<file path="src/rtl/core/srpp_pkg.sv">
// Shared types and constants for the servo reply packet parser.
// No dependencies; compile this file first.

package srpp_pkg;

    localparam int unsigned BYTE_W    = 8;
    localparam int unsigned WORD_W    = 16;
    localparam int unsigned CFG_IDX_W = 2;

    // Fixed header bytes of a short reply packet.
    localparam logic [BYTE_W-1:0] HDR_FIRST  = 8'hFD;
    localparam logic [BYTE_W-1:0] HDR_SECOND = 8'hDF;

    // Reset values of the configuration registers.
    localparam logic [BYTE_W-1:0] RST_EXPECTED_ID    = 8'h01;
    localparam logic [BYTE_W-1:0] RST_EXPECTED_FLAGS = 8'h00;

    // Configuration register indexes.
    typedef enum logic [CFG_IDX_W-1:0] {
        CFG_EXPECTED_ID    = 2'd0,
        CFG_EXPECTED_FLAGS = 2'd1
    } t_cfg_idx;

    // Parser phase: where in the packet the next byte belongs.
    typedef enum logic [3:0] {
        PH_IDLE   = 4'd0,
        PH_SECOND = 4'd1,
        PH_ID     = 4'd2,
        PH_FLAGS  = 4'd3,
        PH_ADDR   = 4'd4,
        PH_LEN    = 4'd5,
        PH_CNT    = 4'd6,
        PH_DLO    = 4'd7,
        PH_DHI    = 4'd8,
        PH_SUM    = 4'd9
    } t_phase;

endpackage

</file>
<file path="src/rtl/core/srpp_if.sv">
// Handshake channel interfaces for the servo reply packet parser.
// Depends on srpp_pkg for field widths.

interface srpp_rx_if;
    logic                        valid;
    logic                        ready;
    logic [srpp_pkg::BYTE_W-1:0] rx_byte;

    modport source (output valid, output rx_byte, input ready);
    modport sink   (input valid, input rx_byte, output ready);
endinterface

interface srpp_reply_if;
    logic                        valid;
    logic                        ready;
    logic [srpp_pkg::BYTE_W-1:0] reg_address;
    logic [srpp_pkg::BYTE_W-1:0] reply_length;
    logic [srpp_pkg::BYTE_W-1:0] reply_count;
    logic [srpp_pkg::WORD_W-1:0] data_word;
    logic [srpp_pkg::BYTE_W-1:0] sum_byte;

    modport source (output valid, output reg_address, output reply_length,
                    output reply_count, output data_word, output sum_byte,
                    input ready);
    modport sink   (input valid, input reg_address, input reply_length,
                    input reply_count, input data_word, input sum_byte,
                    output ready);
endinterface

interface srpp_cfg_if;
    logic                           valid;
    logic                           ready;
    logic [srpp_pkg::CFG_IDX_W-1:0] reg_index;
    logic [srpp_pkg::BYTE_W-1:0]    wr_data;

    modport source (output valid, output reg_index, output wr_data, input ready);
    modport sink   (input valid, input reg_index, input wr_data, output ready);
endinterface

</file>
<file path="src/rtl/core/servo_reply_packet_parser.sv">
// Servo reply packet parser: top level, finds short reply packets in a byte stream.
// Depends on srpp_pkg and the channel interfaces in srpp_if.sv.
//
// Usage: received serial bytes enter on i_rx, one item per byte. The parser
// looks for the header 0xFD, 0xDF, expected id, expected flags, then captures
// address, length, count and two data bytes. The byte after those is the sum
// byte; on it one item leaves on o_reply carrying the captured fields and the
// sum byte, which is not checked. A 0xFD seen in place of a later header byte
// restarts the header; any other header mismatch drops back to idle.
// The expected id and flags are written through i_cfg (index 0 and 1); other
// indexes are ignored. The port is always ready and should only be written
// while no packet is in progress.
// Throughput is one byte per cycle. The phase update is a single compare and
// select, and the result register is loaded at the edge that accepts the sum
// byte, so the reply item is valid in the cycle after its sum byte is taken.
// When the receiver stalls, the result register holds its item and bytes keep
// flowing; only a sum byte waits, since it would need the busy result
// register. Reset (synchronous, active low) returns the parser to idle, empties
// the result register and restores id 1 and flags 0.

module servo_reply_packet_parser (
    input  logic                i_clk,
    input  logic                i_rst_n,
    srpp_rx_if.sink             i_rx,
    srpp_reply_if.source        o_reply,
    srpp_cfg_if.sink            i_cfg
);
    import srpp_pkg::*;

    t_phase            r_phase, n_phase;
    logic [BYTE_W-1:0] r_expected_id;
    logic [BYTE_W-1:0] r_expected_flags;

    // Captured payload bytes of the packet in progress.
    logic [BYTE_W-1:0] r_held_address;
    logic [BYTE_W-1:0] r_held_length;
    logic [BYTE_W-1:0] r_held_count;
    logic [BYTE_W-1:0] r_held_data_low;
    logic [BYTE_W-1:0] r_held_data_high;

    // Result register toward the receiver.
    logic              r_out_valid;
    logic [BYTE_W-1:0] r_out_address;
    logic [BYTE_W-1:0] r_out_length;
    logic [BYTE_W-1:0] r_out_count;
    logic [WORD_W-1:0] r_out_data;
    logic [BYTE_W-1:0] r_out_sum;

    logic rx_fire;
    logic emit;
    logic out_free;
    logic [BYTE_W-1:0] want_byte;

    // The result register can take a new item when it is empty or being drained.
    assign out_free   = !r_out_valid || o_reply.ready;
    assign i_rx.ready = out_free || (r_phase != PH_SUM);
    assign rx_fire    = i_rx.valid && i_rx.ready;
    assign emit       = rx_fire && (r_phase == PH_SUM);

    assign i_cfg.ready = 1'b1;

    // Byte the current header phase must see to advance.
    always_comb begin
        unique case (r_phase)
            PH_SECOND: want_byte = HDR_SECOND;
            PH_ID:     want_byte = r_expected_id;
            default:   want_byte = r_expected_flags;
        endcase
    end

    always_comb begin
        n_phase = r_phase;
        unique case (r_phase)
            PH_IDLE: begin
                if (i_rx.rx_byte == HDR_FIRST) begin
                    n_phase = PH_SECOND;
                end
            end
            PH_SECOND, PH_ID, PH_FLAGS: begin
                // A fresh 0xFD wins over the expected byte, even if they are equal.
                if (i_rx.rx_byte == HDR_FIRST) begin
                    n_phase = PH_SECOND;
                end else if (i_rx.rx_byte == want_byte) begin
                    n_phase = t_phase'(r_phase + 4'd1);
                end else begin
                    n_phase = PH_IDLE;
                end
            end
            PH_ADDR: n_phase = PH_LEN;
            PH_LEN:  n_phase = PH_CNT;
            PH_CNT:  n_phase = PH_DLO;
            PH_DLO:  n_phase = PH_DHI;
            PH_DHI:  n_phase = PH_SUM;
            PH_SUM:  n_phase = PH_IDLE;
            default: n_phase = PH_IDLE;
        endcase
    end

    always_ff @(posedge i_clk) begin
        if (!i_rst_n) begin
            r_phase <= PH_IDLE;
        end else if (rx_fire) begin
            r_phase <= n_phase;
        end
    end

    // Payload capture; these registers are always written before they are read.
    always_ff @(posedge i_clk) begin
        if (rx_fire) begin
            case (r_phase)
                PH_ADDR: r_held_address   <= i_rx.rx_byte;
                PH_LEN:  r_held_length    <= i_rx.rx_byte;
                PH_CNT:  r_held_count     <= i_rx.rx_byte;
                PH_DLO:  r_held_data_low  <= i_rx.rx_byte;
                PH_DHI:  r_held_data_high <= i_rx.rx_byte;
                default: ;
            endcase
        end
    end

    always_ff @(posedge i_clk) begin
        if (!i_rst_n) begin
            r_expected_id    <= RST_EXPECTED_ID;
            r_expected_flags <= RST_EXPECTED_FLAGS;
        end else if (i_cfg.valid && i_cfg.ready) begin
            unique case (i_cfg.reg_index)
                CFG_EXPECTED_ID:    r_expected_id    <= i_cfg.wr_data;
                CFG_EXPECTED_FLAGS: r_expected_flags <= i_cfg.wr_data;
                default: ;
            endcase
        end
    end

    always_ff @(posedge i_clk) begin
        if (!i_rst_n) begin
            r_out_valid <= 1'b0;
        end else if (emit) begin
            r_out_valid <= 1'b1;
        end else if (o_reply.ready) begin
            r_out_valid <= 1'b0;
        end
    end

    always_ff @(posedge i_clk) begin
        if (emit) begin
            r_out_address <= r_held_address;
            r_out_length  <= r_held_length;
            r_out_count   <= r_held_count;
            r_out_data    <= {r_held_data_high, r_held_data_low};
            r_out_sum     <= i_rx.rx_byte;
        end
    end

    assign o_reply.valid        = r_out_valid;
    assign o_reply.reg_address  = r_out_address;
    assign o_reply.reply_length = r_out_length;
    assign o_reply.reply_count  = r_out_count;
    assign o_reply.data_word    = r_out_data;
    assign o_reply.sum_byte     = r_out_sum;

    // A sum byte is never taken while a stalled item sits in the result register.
    a_no_overwrite: assert property (@(posedge i_clk) disable iff (!i_rst_n)
        (r_out_valid && !o_reply.ready) |-> !emit)
        else $error("sum byte accepted over a stalled reply");

    // Accepting the sum byte presents a reply in the next cycle.
    a_emit_valid: assert property (@(posedge i_clk) disable iff (!i_rst_n)
        emit |=> o_reply.valid)
        else $error("reply missing after sum byte");

    // After the sum byte the parser is back in idle.
    a_emit_idle: assert property (@(posedge i_clk) disable iff (!i_rst_n)
        emit |=> (r_phase == PH_IDLE))
        else $error("parser not idle after sum byte");

    // A new reply only appears after a sum byte was accepted.
    a_reply_source: assert property (@(posedge i_clk) disable iff (!i_rst_n)
        $rose(r_out_valid) |-> $past(emit))
        else $error("reply appeared without a sum byte");

endmodule
</file>
<file path="src/flat_wrapper.sv">
// flat-port wrapper written by rule: the top's interface ports become plain ports
module servo_reply_packet_parser_flat import srpp_pkg::*;
  (i_clk, i_rst_n, i_rx_valid, i_rx_rx_byte, i_rx_ready, o_reply_valid, o_reply_reg_address, o_reply_reply_length, o_reply_reply_count, o_reply_data_word, o_reply_sum_byte, o_reply_ready, i_cfg_valid, i_cfg_reg_index, i_cfg_wr_data, i_cfg_ready);
  srpp_rx_if i_rx_i ();
  srpp_reply_if o_reply_i ();
  srpp_cfg_if i_cfg_i ();
  input  logic i_clk;
  input  logic i_rst_n;
  input wire logic [$bits(i_rx_i.valid)-1:0] i_rx_valid;
  input wire logic [$bits(i_rx_i.rx_byte)-1:0] i_rx_rx_byte;
  output wire logic [$bits(i_rx_i.ready)-1:0] i_rx_ready;
  output wire logic [$bits(o_reply_i.valid)-1:0] o_reply_valid;
  output wire logic [$bits(o_reply_i.reg_address)-1:0] o_reply_reg_address;
  output wire logic [$bits(o_reply_i.reply_length)-1:0] o_reply_reply_length;
  output wire logic [$bits(o_reply_i.reply_count)-1:0] o_reply_reply_count;
  output wire logic [$bits(o_reply_i.data_word)-1:0] o_reply_data_word;
  output wire logic [$bits(o_reply_i.sum_byte)-1:0] o_reply_sum_byte;
  input wire logic [$bits(o_reply_i.ready)-1:0] o_reply_ready;
  input wire logic [$bits(i_cfg_i.valid)-1:0] i_cfg_valid;
  input wire logic [$bits(i_cfg_i.reg_index)-1:0] i_cfg_reg_index;
  input wire logic [$bits(i_cfg_i.wr_data)-1:0] i_cfg_wr_data;
  output wire logic [$bits(i_cfg_i.ready)-1:0] i_cfg_ready;
  assign i_rx_i.valid = i_rx_valid;
  assign i_rx_i.rx_byte = i_rx_rx_byte;
  assign i_rx_ready = i_rx_i.ready;
  assign o_reply_valid = o_reply_i.valid;
  assign o_reply_reg_address = o_reply_i.reg_address;
  assign o_reply_reply_length = o_reply_i.reply_length;
  assign o_reply_reply_count = o_reply_i.reply_count;
  assign o_reply_data_word = o_reply_i.data_word;
  assign o_reply_sum_byte = o_reply_i.sum_byte;
  assign o_reply_i.ready = o_reply_ready;
  assign i_cfg_i.valid = i_cfg_valid;
  assign i_cfg_i.reg_index = i_cfg_reg_index;
  assign i_cfg_i.wr_data = i_cfg_wr_data;
  assign i_cfg_ready = i_cfg_i.ready;
  servo_reply_packet_parser u_core (.i_clk(i_clk), .i_rst_n(i_rst_n), .i_rx(i_rx_i), .o_reply(o_reply_i), .i_cfg(i_cfg_i));
endmodule
</file>
<file path="config.mk">
export PLATFORM = sky130hd
export DESIGN_NAME = servo_reply_packet_parser_flat
export DESIGN_NICKNAME = d
export VERILOG_FILES = /design/src/rtl/core/srpp_pkg.sv /design/src/rtl/core/srpp_if.sv /design/src/rtl/core/servo_reply_packet_parser.sv /design/src/flat_wrapper.sv
export SDC_FILE = /design/constraint.sdc
export NUM_CORES = 1
export LEC_CHECK = 0
export BUFFER_PORTS_ARGS = -buffer_cell sky130_fd_sc_hd__buf_4
export CAP_MARGIN = 20
export CORE_MARGIN = 2
export CORE_UTILIZATION = 47
export CTS_CLUSTER_SIZE = 30
export DETAILED_ROUTE_END_ITERATION = 8
export PLACE_DENSITY = 0.69
export SLEW_MARGIN = 5
export SYNTH_ARGS = -nofsm -noshare
export SYNTH_HDL_FRONTEND = slang
export SYNTH_SLANG_ARGS = --single-unit
</file>
<file path="constraint.sdc">
create_clock -name i_clk -period 2.65 [get_ports i_clk]
set_input_delay 0.53 -clock i_clk [delete_from_list [all_inputs] [get_ports i_clk]]
set_output_delay 0.53 -clock i_clk [all_outputs]
set_load 0.02 [all_outputs]
</file>
# Word level (Yosys, flattened, before mapping)
# Index checks and enable logic that the tools add are counted.
[word_totals] reg_bits=109 in_bits=23 out_inout_bits=51 wordCells=53
[classes] n_addsub=1 eq_ne=14 muxes=7 n_reduce_logical=17
[ops] op="one-hot mux 4 bit (7 select lines)" count=1
[ops] op="== test 4 x 3 -> 1 bit (second input constant)" count=4
[ops] op="one-hot mux 8 bit (2 select lines)" count=1
[ops] op="AND reduction 2 bit" count=8
[ops] op="two-way mux 4 bit" count=3
[ops] op="== test 4 x 2 -> 1 bit (second input constant)" count=2
[ops] op="== test 4 bit (second input constant)" count=2
[ops] op="== test 8 bit" count=1
[ops] op="== test 8 bit (second input constant)" count=1
[ops] op="adder 4 x 1 -> 4 bit (second input constant)" count=1
[ops] op="== test 4 x 1 -> 1 bit (second input constant)" count=1
[ops] op="logical NOT 4 bit" count=1
[ops] op="inequality test 4 bit (second input constant)" count=1
[ops] op="OR reduction 3 bit" count=1
[ops] op="== test 2 x 1 -> 1 bit (second input constant)" count=1
[ops] op="logical AND 1 bit" count=2
[ops] op="logical NOT 2 bit" count=1
[ops] op="logical OR 1 bit" count=2
[ops] op="two-way mux 1 bit" count=2
[ops] op="inequality test 2 x 1 -> 1 bit (second input constant)" count=1
[ops] op="nonzero test 2 bit" count=1
[ops] op="logical NOT 1 bit" count=1

# Longest topological paths before layout
# Gate-level depths: netlist of run 1.
[logic_depth] word_depth=6 ltp_mapped=9 depth_no_buf=9

# Least setup slack after synthesis of run 1
# OpenSTA, ideal clock, no wires.
[synth_path] path_kind="reg2reg" start="reg u_core.r_phase[1]" end="reg u_core.r_out_data[0], in the netlist u_core.o_reply.data_word[0], enable pin" setup_time_ps=412 arrival_ps=2038 slack_ps=200 path_stages_with_launch=5 path_buffers=0 path_cell_list="dfxtp_1 -> inv_1 -> ha_1 -> a31oi_1 -> and3_1"
[synth_via] elab_chain_len=4
[synth_lines] item="start, declared" line="servo_reply_packet_parser.sv:30" rtl="t_phase r_phase, n_phase;"
[synth_lines] item="start signal, assigned" line="servo_reply_packet_parser.sv:103" rtl="r_phase <= n_phase;"
[synth_lines] item="inequality test 4 bit" line="servo_reply_packet_parser.sv:56" rtl="assign i_rx.ready = out_free || (r_phase != PH_SUM);"
[synth_lines] item="logical OR 1 bit" line="servo_reply_packet_parser.sv:56"
[synth_lines] item="logical AND 1 bit" line="servo_reply_packet_parser.sv:57" rtl="assign rx_fire = i_rx.valid && i_rx.ready;"
[synth_lines] item="logical AND 1 bit *" line="servo_reply_packet_parser.sv:58" rtl="assign emit = rx_fire && (r_phase == PH_SUM);"
[synth_lines] item="net u_core.emit" line="servo_reply_packet_parser.sv:50" rtl="logic emit;"
[synth_lines] item="end signal, assigned" line="servo_reply_packet_parser.sv:149" rtl="r_out_data <= {r_held_data_high, r_held_data_low};"
[synth_lines] item="end, declared" line="servo_reply_packet_parser.sv:46" rtl="logic [WORD_W-1:0] r_out_data;"
# Mark *: on every way through the listed nets, which the timed path passes. The rest lies on a longest branch.
# A chain may end at the register's enable or synchronous reset.

# Final worst setup path of run 1
[layout_path] start="reg u_core.r_phase[0]" end="reg u_core.r_phase[1]"
[layout_via] elab_chain_len=6
[layout_lines] item="== test 4 x 2 -> 1 bit or == test 4 x 1 -> 1 bit (tied branches)" line="servo_reply_packet_parser.sv:64, servo_reply_packet_parser.sv:73"
[layout_lines] item="one-hot mux 8 bit (2 select lines)" line="servo_reply_packet_parser.sv:64" rtl="unique case (r_phase)"
[layout_lines] item="== test 8 bit" line="servo_reply_packet_parser.sv:83" rtl="end else if (i_rx.rx_byte == want_byte) begin"
[layout_lines] item="two-way mux 4 bit" line="servo_reply_packet_parser.sv:83"
[layout_lines] item="two-way mux 4 bit" line="servo_reply_packet_parser.sv:81" rtl="if (i_rx.rx_byte == HDR_FIRST) begin"
[layout_lines] item="one-hot mux 4 bit (7 select lines)" line="servo_reply_packet_parser.sv:73" rtl="unique case (r_phase)"
# Several ways; a longest one is shown, not always the timed one.

==> results of run 1 <==
==> layer usage <==
metal,GRT usage,up-vias,share of wire
met3,0.0399,7,0.058
met4,0.0536,0,0.010
met2,0.253,70,0.48
met5,0,-,0
met1,0.220,1069,0.45
li1,-,1044,-
==> final timing paths <==
path,startpoint,to,cells after the start
worst min register to register,u_core.r_held_data_high[2],u_core.o_reply.data_word[10],0
worst max register to register,u_core.r_phase[0],u_core.r_phase[1],9
worst max-delay path,u_core.r_phase[0],u_core.r_phase[1],9
worst min-delay path,i_cfg_wr_data[0],u_core.r_expected_id[0],3
==> final cells by class <==
class | instances | share of cell area
clock inverters | 6 | 0.0157
flip-flops and latches | 109 | 0.632
multi-input cells | 111 | 0.170
inverters | 8 | 0.00619
repair buffers | 76 | 0.123
clock buffers | 10 | 0.0263
well taps | 105 | 0.0271
==> kinds of logic after synthesis <==
group / after synthesis / share of synthesized area
flip-flops: 109 / 0.773
AND/OR/NAND/NOR: 56 / 0.0935
AO/OA/AOI/OAI: 31 / 0.0534
multiplexers: 16 / 0.0407
buffers and inverters: 15 / 0.0190
adder cells (fa/ha/maj): 4 / 0.0126
XOR/XNOR: 3 / 0.00663
other: 1 / 0.000947
==> report_power, final <==
part           total [mW]  switching (mW)  internal [mW]
clock                1.02           0.563          0.456
combinational      0.0932          0.0481         0.0451
sequential           1.85         0.00533           1.84
==> cells in the final DEF, fill, tap and decap left out, types with 2 or more instances in the layout <==
cell type	netlist	routed
nor3_1	3	3
xor2_1	2	2
a21oi_1	6	6
ha_1	4	4
o22ai_1	12	12
edfxtp_1	88	88
dfxtp_1	21	21
nand2b_1	2	2
nor2_1	6	6
o211ai_1	2	2
nor2b_1	18	18
buf_12	0	2
and2_1	4	4
buf_4	1	74
nand3_1	3	3
nand2_1	6	6
o21a_1	3	3
nor3b_1	2	2
inv_1	8	8
clkbuf_8	0	9
o2111ai_1	2	2
inv_6	0	3
mux2i_1	15	15
==> sequential cells by signal, summed over array words and instances (netlist names) <==
signal	flops
u_core.o_reply.data_word	16
u_core.o_reply.reg_address	8
u_core.o_reply.reply_count	8
u_core.o_reply.reply_length	8
u_core.o_reply.sum_byte	8
u_core.o_reply.valid	1
u_core.r_expected_flags	8
u_core.r_expected_id	8
u_core.r_held_address	8
u_core.r_held_count	8
u_core.r_held_data_high	8
u_core.r_held_data_low	8
u_core.r_held_length	8
u_core.r_phase	4
==> worst max-delay path, stage by stage, from the launching register on <==
cell and delay (ns):
dfxtp_1 0.42, inv_1 0.09, ha_1 0.31, nor2_1 0.25, nor3_4 0.10, o211ai_1 0.19
o211ai_1 0.13, nor4_2 0.32, nand4bb_1 0.16, o31ai_1 0.24
==> metrics by stage <==
step	cell area, um^2	utilization	worst slack [ns]	power, mW	std cells
2_1_floorplan	3960	-	0.200	1.93	235
3_3_place_gp	4640	0.568	0.381	1.98	409
3_5_place_dp	4640	0.568	0.382	1.98	409
4_1_cts	4850	0.593	0.343	2.98	425
5_1_grt	4850	0.593	0.0927	3.07	425
6_report	4850	0.593	0.344	2.96	425
==> reports/qor.tcl, run 1 <==
set qor(critical_path_arrival_ns) 2.59
set qor(cts_inserted_buffers) 9
set qor(grt_use_total) 0.161
set qor(final_hold_viol_count) 0
set qor(yosysMostFrequentCell) {edfxtp_1}
set qor(setup_violations_final) 0
set qor(grt_pass1_wl_um) 10700
set qor(run_status) {completed}
set qor(area_growth_syn_to_layout_pct) 22.4
set qor(die_area_um2) 9180
set qor(synth_commonest_cells) {edfxtp_1 (88), dfxtp_1 (21), nor2b_1 (18)}
set qor(synth-async-reset-ratio) 0
set qor(path_clk_slew_ns) 0.10
set qor(unrepaired_setup_endpoints_after_global_routing) {no}
set qor(worst_clock_skew_ns) 0.0122
set qor(design.portCount) 74
set qor(area_of_the_multi_input_gates_um2) 825
set qor(ys_seq_elements) 109
set qor(vias) 2190
set qor(syn-instance-count) 235
set qor(wire_per_inst_um) 16.2
set qor(die_width_um) 95.8
set qor(synth_largest_area_cell) {edfxtp_1}
set qor(cts_post_setup_buffers_inserted) 0
set qor(ys_types) 43
set qor(synth_area_leaders) {edfxtp_1 (67%), dfxtp_1 (11%), mux2i_1 (3.8%), nor2b_1 (2.8%), o22ai_1 (1.9%)}
set qor(cts_buffer_depth) 2
set qor(cts-root-buf) {clkbuf_8}
set qor(detail_route.first_pass.iterations) 4
set qor(coreArea_um2) 8180
set qor(layout-drive-gt1-share) 0.309
set qor(yosysWarnings) 0
set qor(synth_top_flop_cell) {edfxtp_1}
set qor(holdCritPathClass) {input port to flop}
set qor(drt_iter0_markers) 82
set qor(timing.critical_path.from_type) {flop}
set qor(diodes) 0
set qor(layout.filler_cells) 630
set qor(synth-edff-count) 88
set qor(post_drt_via_cell_ratio) 5.15
set qor(post_cts_hold_buffer_count) 0
set qor(max-vdd-ir-drop_mv) 0.276
set qor(cts_tree) {yes}
set qor(start_util) 0.485
set qor(static-leakage-power_nw) 1.76
set qor(finalSetupTns_ns) 0
set qor(detail_route.drc_violations) 0
set qor(worst_ep_required_time_ns) 2.93
set qor(dp_hpwl_um) 4790
set qor(design.final.nets) 342
set qor(maxClockFrequency_mhz) 434
set qor(post_synth_instance_area_um2) 3960
set qor(gr-total-overflow) 0
set qor(timing.reg2reg.setup_slack_ns) 0.34
set qor(grt_start_max_net_pins) 24
set qor(h-tree-depth) 3
set qor(insertion_delay_ns) 0.36
set qor(die-height_um) 95.8
set qor(worstSetupEndpointType) {flop}
set qor(place.gp.congestion) 0.806
set qor(synth-seq-area-share) 0.773
set qor(final.period_utilization) 0.870
set qor(timing.final.max_slew_violations) 0
set qor(io_buffer_count) 72
set qor(grt_antenna_before_repair) 0
set qor(cts.sinks) 109
set qor(timing.hold.ws_ns) 0.394
set qor(ant_nets) 0
set qor(synthesis.nets) 262
set qor(period_needed_ns) 2.31
set qor(rows) 33
set qor(maxSlewHeadroom) 0.627
set qor(max-cap-violations) 0
set qor(worstPathMaxFanout) 9
set qor(tightest_slew_ns) 0.559
set qor(detail_route.wirelength_um) 6900
set qor(ctsResizeCount) 0
set qor(power_density_nw_per_um2) 610
set qor(timing_worst_setup_path_type) {flop to flop}
set qor(first_global_vias) 2021
set qor(synth_top_area_frac) 0.667
set qor(syn_avg_cell_area_um2) 16.9
set qor(ff_latch_area_um2) 3060
(Power assumes the default switching activity.)
==> run 2, diff against run 1 <==
CORE_ASPECT_RATIO = 0.75   (was unset)
==> reports/qor.tcl, run 2 (synthesis gave the netlist of run 1 again) <==
set qor(cts_tree) {yes}
set qor(cts_buffer_depth) 2 ;# unchanged
set qor(power_density_nw_per_um2) 603 ;# -1.2%
set qor(design.final.nets) 341 ;# -0.29%
set qor(post_drt_via_cell_ratio) 5.08 ;# -1.5%
set qor(area_of_the_multi_input_gates_um2) 825 ;# unchanged
set qor(ant_nets) 0 ;# unchanged
set qor(highest_layer) {met4}
set qor(maxClockFrequency_mhz) 429 ;# -0.96%
set qor(setup_violations_final) 0 ;# unchanged
set qor(ff_latch_area_um2) 3060 ;# unchanged
set qor(rr_endpoint) {u_core.r_phase[1]}
set qor(cts_post_setup_buffers_inserted) 0 ;# unchanged
set qor(first_global_vias) 2038 ;# +0.84%
set qor(path_clk_slew_ns) 0.11 ;# about the same
set qor(max-vdd-ir-drop_mv) 0.258 ;# -6.7%
set qor(detail_route.first_pass.iterations) 4 ;# unchanged
set qor(ctsResizeCount) 0 ;# unchanged
set qor(die_area_um2) 9190 ;# about the same
set qor(cts.sinks) 109 ;# unchanged
set qor(detailed_route_wire_length_on_metal_1_um) 3220 ;# +2.5%
set qor(die-height_um) 83.5 ;# -13%
set qor(worstPathMaxFanout) 9 ;# unchanged
set qor(die_width_um) 110 ;# +15%
set qor(r2r_cells) 9 ;# unchanged
set qor(unrepaired_setup_endpoints_after_global_routing) {no}
set qor(worst_ep_required_time_ns) 2.93 ;# about the same
set qor(cells_along_the_critical_path) {inv_1, ha_1, nor2_1, nor3_4, o22ai_1, xnor2_1, nor4_2, nand4bb_1, o31ai_1}
set qor(coreArea_um2) 8020 ;# -1.9%
set qor(grt_start_max_net_pins) 50 ;# +110%
set qor(period_needed_ns) 2.33 ;# +0.0224 ns
set qor(io_buffer_count) 72 ;# unchanged
set qor(p_total_mw) 2.91 ;# -1.7%
set qor(timing.final.max_slew_violations) 0 ;# unchanged
set qor(worstSetupEndpointType) {flop}
set qor(layout.filler_cells) 609 ;# -3.3%
set qor(final.period_utilization) 0.879 ;# +0.00845
set qor(layout_commonest_cell) {edfxtp_1}
set qor(critical_path_arrival_ns) 2.61 ;# +0.02 ns
set qor(timing_worst_setup_path_type) {flop to flop}
set qor(tightest_slew_ns) 0.577 ;# +0.0182 ns
set qor(maxSlewHeadroom) 0.614 ;# -0.0128
set qor(detail_route.drc_violations) 0 ;# unchanged
set qor(diodes) 0 ;# unchanged
set qor(grt_use_total) 0.158 ;# -0.00261
set qor(grt_antenna_before_repair) 0 ;# unchanged
set qor(gr-total-overflow) 0 ;# unchanged
set qor(timing.reg2reg.setup_slack_ns) 0.32 ;# -0.02 ns
set qor(finalSetupTns_ns) 0 ;# unchanged
set qor(timing.critical_path.to) {u_core.r_phase[1]}
set qor(final_hold_viol_count) 0 ;# unchanged
set qor(design.portCount) 74 ;# unchanged
set qor(static-leakage-power_nw) 1.75 ;# -0.52%
set qor(layout-drive-gt1-share) 0.310 ;# +0.000970
set qor(vias) 2153 ;# -1.7%
set qor(timing.critical_path.from_type) {flop}
set qor(crit-reg2reg-launch) {u_core.r_phase[0]}
set qor(run_status) {completed}
set qor(place.gp.congestion) 0.857 ;# +6.4%
set qor(max-cap-violations) 0 ;# unchanged
set qor(slowest_delay_ns) 0.37 ;# -0.05 ns
set qor(insertion_delay_ns) 0.37 ;# about the same
set qor(critical_path_startpoint) {u_core.r_phase[0]}
set qor(drt_iter0_markers) 128 ;# +56%
set qor(post_cts_hold_buffer_count) 0 ;# unchanged
set qor(worst_clock_skew_ns) 0.0134 ;# +0.00114 ns
set qor(worst_path_max_delay_cell) {dfxtp_1}
set qor(largest_register_ffs) 16 ;# unchanged
set qor(most_frequent_cells_in_the_layout) {edfxtp_1 (88), buf_4 (74), dfxtp_1 (21)}
set qor(wl_met3_um) 439 ;# +9.8%
set qor(h-tree-depth) 3 ;# unchanged
set qor(grt_pass1_wl_um) 10900 ;# +1.6%
set qor(holdCritPathClass) {input port to flop}
set qor(rows) 28 ;# -15%
set qor(cts_inserted_buffers) 9 ;# unchanged
set qor(wire_per_inst_um) 16.2 ;# -0.49%
set qor(area_growth_syn_to_layout_pct) 21.7
set qor(post-route-util) 0.601 ;# +0.00785
set qor(dp_hpwl_um) 4530 ;# -5.4%
set qor(detail_route.wirelength_um) 6850 ;# -0.72%
set qor(cts-root-buf) {clkbuf_8}
set qor(dr_wl_met2_um) 3150 ;# -4.2%
set qor(start_util) 0.494 ;# +0.00922
==> run 2: routing by layer <==
layer | up-vias | global-route usage
met5 | - | 0
met4 | 0 | 0.0426
met3 | 6 | 0.0515
met2 | 87 | 0.238
met1 | 1017 | 0.222
li1 | 1043 | -
==> run 2: stage by stage <==
step           hold WS (ns)  instance area (um^2)  instances  setup WS (ns)
6_report              0.395                  4820        424          0.321
5_1_grt               0.387                  4820        424         0.0911
4_1_cts               0.376                  4820        424          0.328
3_5_place_dp          0.405                  4620        408          0.381
3_3_place_gp          0.401                  4620        408          0.421
2_1_floorplan         0.400                  3960        235          0.200
==> run 2: how the worst min path moves through the flow <==
stage	start	end	slack [ns]	cells after the start
2_1_floorplan	u_core.r_held_data_low[0]	u_core.o_reply.data_word[0]	0.40	0
3_3_place_gp	u_core.r_held_length[0]	u_core.o_reply.reply_length[0]	0.40	0
3_5_place_dp	u_core.r_held_data_high[2]	u_core.o_reply.data_word[10]	0.40	0
4_1_cts	i_cfg_wr_data[0]	u_core.r_expected_id[0]	0.38	3
5_1_grt	i_cfg_wr_data[0]	u_core.r_expected_id[0]	0.39	3
6_report	i_cfg_wr_data[0]	u_core.r_expected_id[0]	0.40	3
==> run 2: worst max-delay path, delay by kind of cell (launching register included) <==
family	cells	cell delay (ns)
simple gates	4	0.87
compound gates	2	0.42
buf+inv	1	0.10
flops	1	0.37
fa+ha+maj	1	0.32
xor+xnor	1	0.16
==> run 2: area by class of cell <==
class | count | share of cell area
Inverter | 8 | 0.00623
Timing Repair Buffer | 75 | 0.119
Clock inverter | 7 | 0.0151
Clock buffer | 9 | 0.0257
Sequential cell | 109 | 0.635
Tap cell | 105 | 0.0273
Multi-Input combinational cell | 111 | 0.171
==> run 2: report_power, final <==
group | leakage (nW) | switching, mW | internal [mW]
combinational | 0.682 | 0.0487 | 0.0452
clock | 0.103 | 0.592 | 0.375
sequential | 0.961 | 0.00581 | 1.84
total | 1.75 | 0.647 | 2.26
==> run 3, diff against run 2 <==
REMOVE_ABC_BUFFERS = 1   (was unset)
==> reports/qor.tcl, run 3 (synthesis gave the netlist of run 1 again) <==
set qor(run_status) {completed}
set qor(detail_route.drc_violations) 0 ;# unchanged
set qor(ctsResizeCount) 0 ;# unchanged
set qor(maxClockFrequency_mhz) 434 ;# +1.1%
set qor(path_clk_slew_ns) 0.11 ;# about the same
set qor(worst_hold_path.num_cells) 3 ;# unchanged
set qor(worstSetupEndpointType) {flop}
set qor(die_area_um2) 9190 ;# unchanged
set qor(worst_ep_required_time_ns) 2.93 ;# about the same
set qor(max-cap-violations) 0 ;# unchanged
set qor(wire_per_inst_um) 16.4 ;# +1.6%
set qor(crit-reg2reg-launch) {u_core.r_phase[0]}
set qor(gr-total-overflow) 0 ;# unchanged
set qor(cts_buffer_depth) 2 ;# unchanged
set qor(timing.hold.ws_ns) 0.392 ;# -0.00324 ns
set qor(detail_route.wirelength_um) 6960 ;# +1.6%
set qor(worst_hold_path.endpoint) {u_core.r_expected_id[0]}
set qor(static-leakage-power_nw) 1.75 ;# +0.20%
set qor(design.portCount) 74 ;# unchanged
set qor(grt_antenna_before_repair) 0 ;# unchanged
set qor(grt_pass1_wl_um) 11200 ;# +2.8%
set qor(most_frequent_cells_in_the_layout) {edfxtp_1 (88), buf_4 (74), dfxtp_1 (21)}
set qor(power.clock.fraction) 0.351 ;# +0.018
set qor(sw_frac_of_total) 0.215 ;# -0.00738
set qor(pwr-share-comb) 0.032 ;# about the same
set qor(cts-root-buf) {clkbuf_8}
set qor(diodes) 0 ;# unchanged
set qor(area_growth_syn_to_layout_pct) 22.2
set qor(vias) 2166 ;# +0.60%
set qor(h-tree-depth) 3 ;# unchanged
set qor(hp-start) {i_cfg_wr_data[0]}
set qor(cts_post_setup_buffers_inserted) 0 ;# unchanged
set qor(p_switching_mw) 0.643 ;# -0.58%
set qor(worstPathMaxFanout) 9 ;# unchanged
set qor(period_needed_ns) 2.30 ;# -0.0252 ns
set qor(die_width_um) 110 ;# unchanged
set qor(post_drt_via_cell_ratio) 5.11 ;# +0.60%
set qor(maxSlewHeadroom) 0.605 ;# -0.00910
set qor(cts.sinks) 109 ;# unchanged
set qor(r2r_cells) 9 ;# unchanged
set qor(timing.final.max_slew_violations) 0 ;# unchanged
set qor(start_util) 0.494 ;# unchanged
set qor(timing.reg2reg.setup_slack_ns) 0.35 ;# +0.03 ns
set qor(layout-drive-gt1-share) 0.310 ;# unchanged
set qor(timing_worst_setup_path_type) {flop to flop}
set qor(cts_tree) {yes}
set qor(critical_path_arrival_ns) 2.58 ;# -0.03 ns
set qor(layout_commonest_cell) {edfxtp_1}
set qor(unrepaired_setup_endpoints_after_global_routing) {no}
set qor(power_density_nw_per_um2) 618 ;# +2.4%
set qor(tightest_slew_ns) 0.591 ;# +0.0136 ns
set qor(cts_inserted_buffers) 9 ;# unchanged
set qor(cell_internal_pwr_mw) 2.35 ;# +3.8%
set qor(timing.critical_path.from_type) {flop}
set qor(final_hold_viol_count) 0 ;# unchanged
set qor(io_buffer_count) 72 ;# unchanged
set qor(design.final.nets) 341 ;# unchanged
set qor(dp_hpwl_um) 4660 ;# +2.8%
set qor(post_cts_hold_buffer_count) 0 ;# unchanged
set qor(grt_use_total) 0.164 ;# +0.00592
set qor(insertion_delay_ns) 0.37 ;# about the same
set qor(setup_violations_final) 0 ;# unchanged
set qor(power.share.sequential) 0.618 ;# -0.017
set qor(grt_start_max_net_pins) 50 ;# unchanged
set qor(max-vdd-ir-drop_mv) 0.311 ;# +21%
set qor(coreArea_um2) 8020 ;# unchanged
set qor(holdCritPathClass) {input port to flop}
set qor(finalSetupTns_ns) 0 ;# unchanged
set qor(drt_iter0_markers) 155 ;# +21%
set qor(detail_route.first_pass.iterations) 4 ;# unchanged
set qor(ant_nets) 0 ;# unchanged
set qor(rows) 28 ;# unchanged
set qor(final.period_utilization) 0.869 ;# -0.00949
set qor(first_global_vias) 2070 ;# +1.6%
set qor(largest_register_ffs) 16 ;# unchanged
set qor(die-height_um) 83.5 ;# unchanged
set qor(worst_clock_skew_ns) 0.0133 ;# -0.000106 ns
set qor(rr_endpoint) {u_core.r_phase[1]}
set qor(place.gp.congestion) 0.862 ;# +0.58%
[run 3: metrics by stage]
step                setup WS, ns  power, mW  instance area, um^2  utilization  std cells
floorplan                  0.144       1.92                 3920            -        228
global placement           0.426       1.98                 4620        0.576        408
detailed placement         0.388       1.98                 4620        0.576        408
CTS                        0.360       3.02                 4840        0.604        424
global route              0.0428       3.10                 4840        0.604        424
finish                     0.347       2.99                 4840        0.604        424
[run 3: layer usage]
| layer | track usage | vias up | part of all wire |
|---|---|---|---|
| met2 | 0.233 | 65 | 0.45 |
| met4 | 0.0506 | 0 | 0.0047 |
| met5 | 0 | - | 0 |
| li1 | - | 1047 | - |
| met3 | 0.0492 | 4 | 0.054 |
| met1 | 0.243 | 1050 | 0.49 |
[run 3: final cells by class]
class                      instances  area, um^2
tap                              105         131
clock buffer                       9         124
clock inverter                     7        93.8
sequential                       109        3060
fill                             628        3180
inverter                           8        30.0
timing repair buffer              75         576
multi-input combinational        111         825
[run 3: power groups by stage]
stage               sequential (mW)  combinational, mW  clock, mW
global route                   1.85              0.106       1.14
finish                         1.85             0.0950       1.05
floorplan                      1.88             0.0393          0
detailed placement             1.89             0.0957          0
global placement               1.89             0.0930          0
CTS                            1.85             0.0959       1.08
[run 3: worst max-delay path, cell delays in order, from the launching register on]
cell,delay (ns)
dfxtp_1,0.42
inv_1,0.09
ha_1,0.30
nor2_1,0.24
nor3_4,0.10
o221ai_1,0.20
o211ai_1,0.13
nor4_2,0.33
nand4bb_1,0.16
o31ai_1,0.25
[run 3: how the worst max path moves through the flow]
| stage | from | endpoint | slack [ns] | depth (start not counted) |
|---|---|---|---|---|
| final | u_core.r_phase[0] | u_core.r_phase[1] | 0.35 | 9 |
| after CTS | u_core.r_phase[0] | u_core.r_phase[1] | 0.36 | 9 |
| after floorplan | u_core.r_phase[2] | u_core.o_reply.data_word[0] | 0.14 | 3 |
| after detailed placement | u_core.r_phase[0] | u_core.r_phase[1] | 0.39 | 9 |
| after global routing | u_core.r_phase[0] | u_core.r_phase[1] | 0.04 | 9 |
| after global placement | u_core.r_phase[0] | u_core.r_phase[1] | 0.43 | 9 |
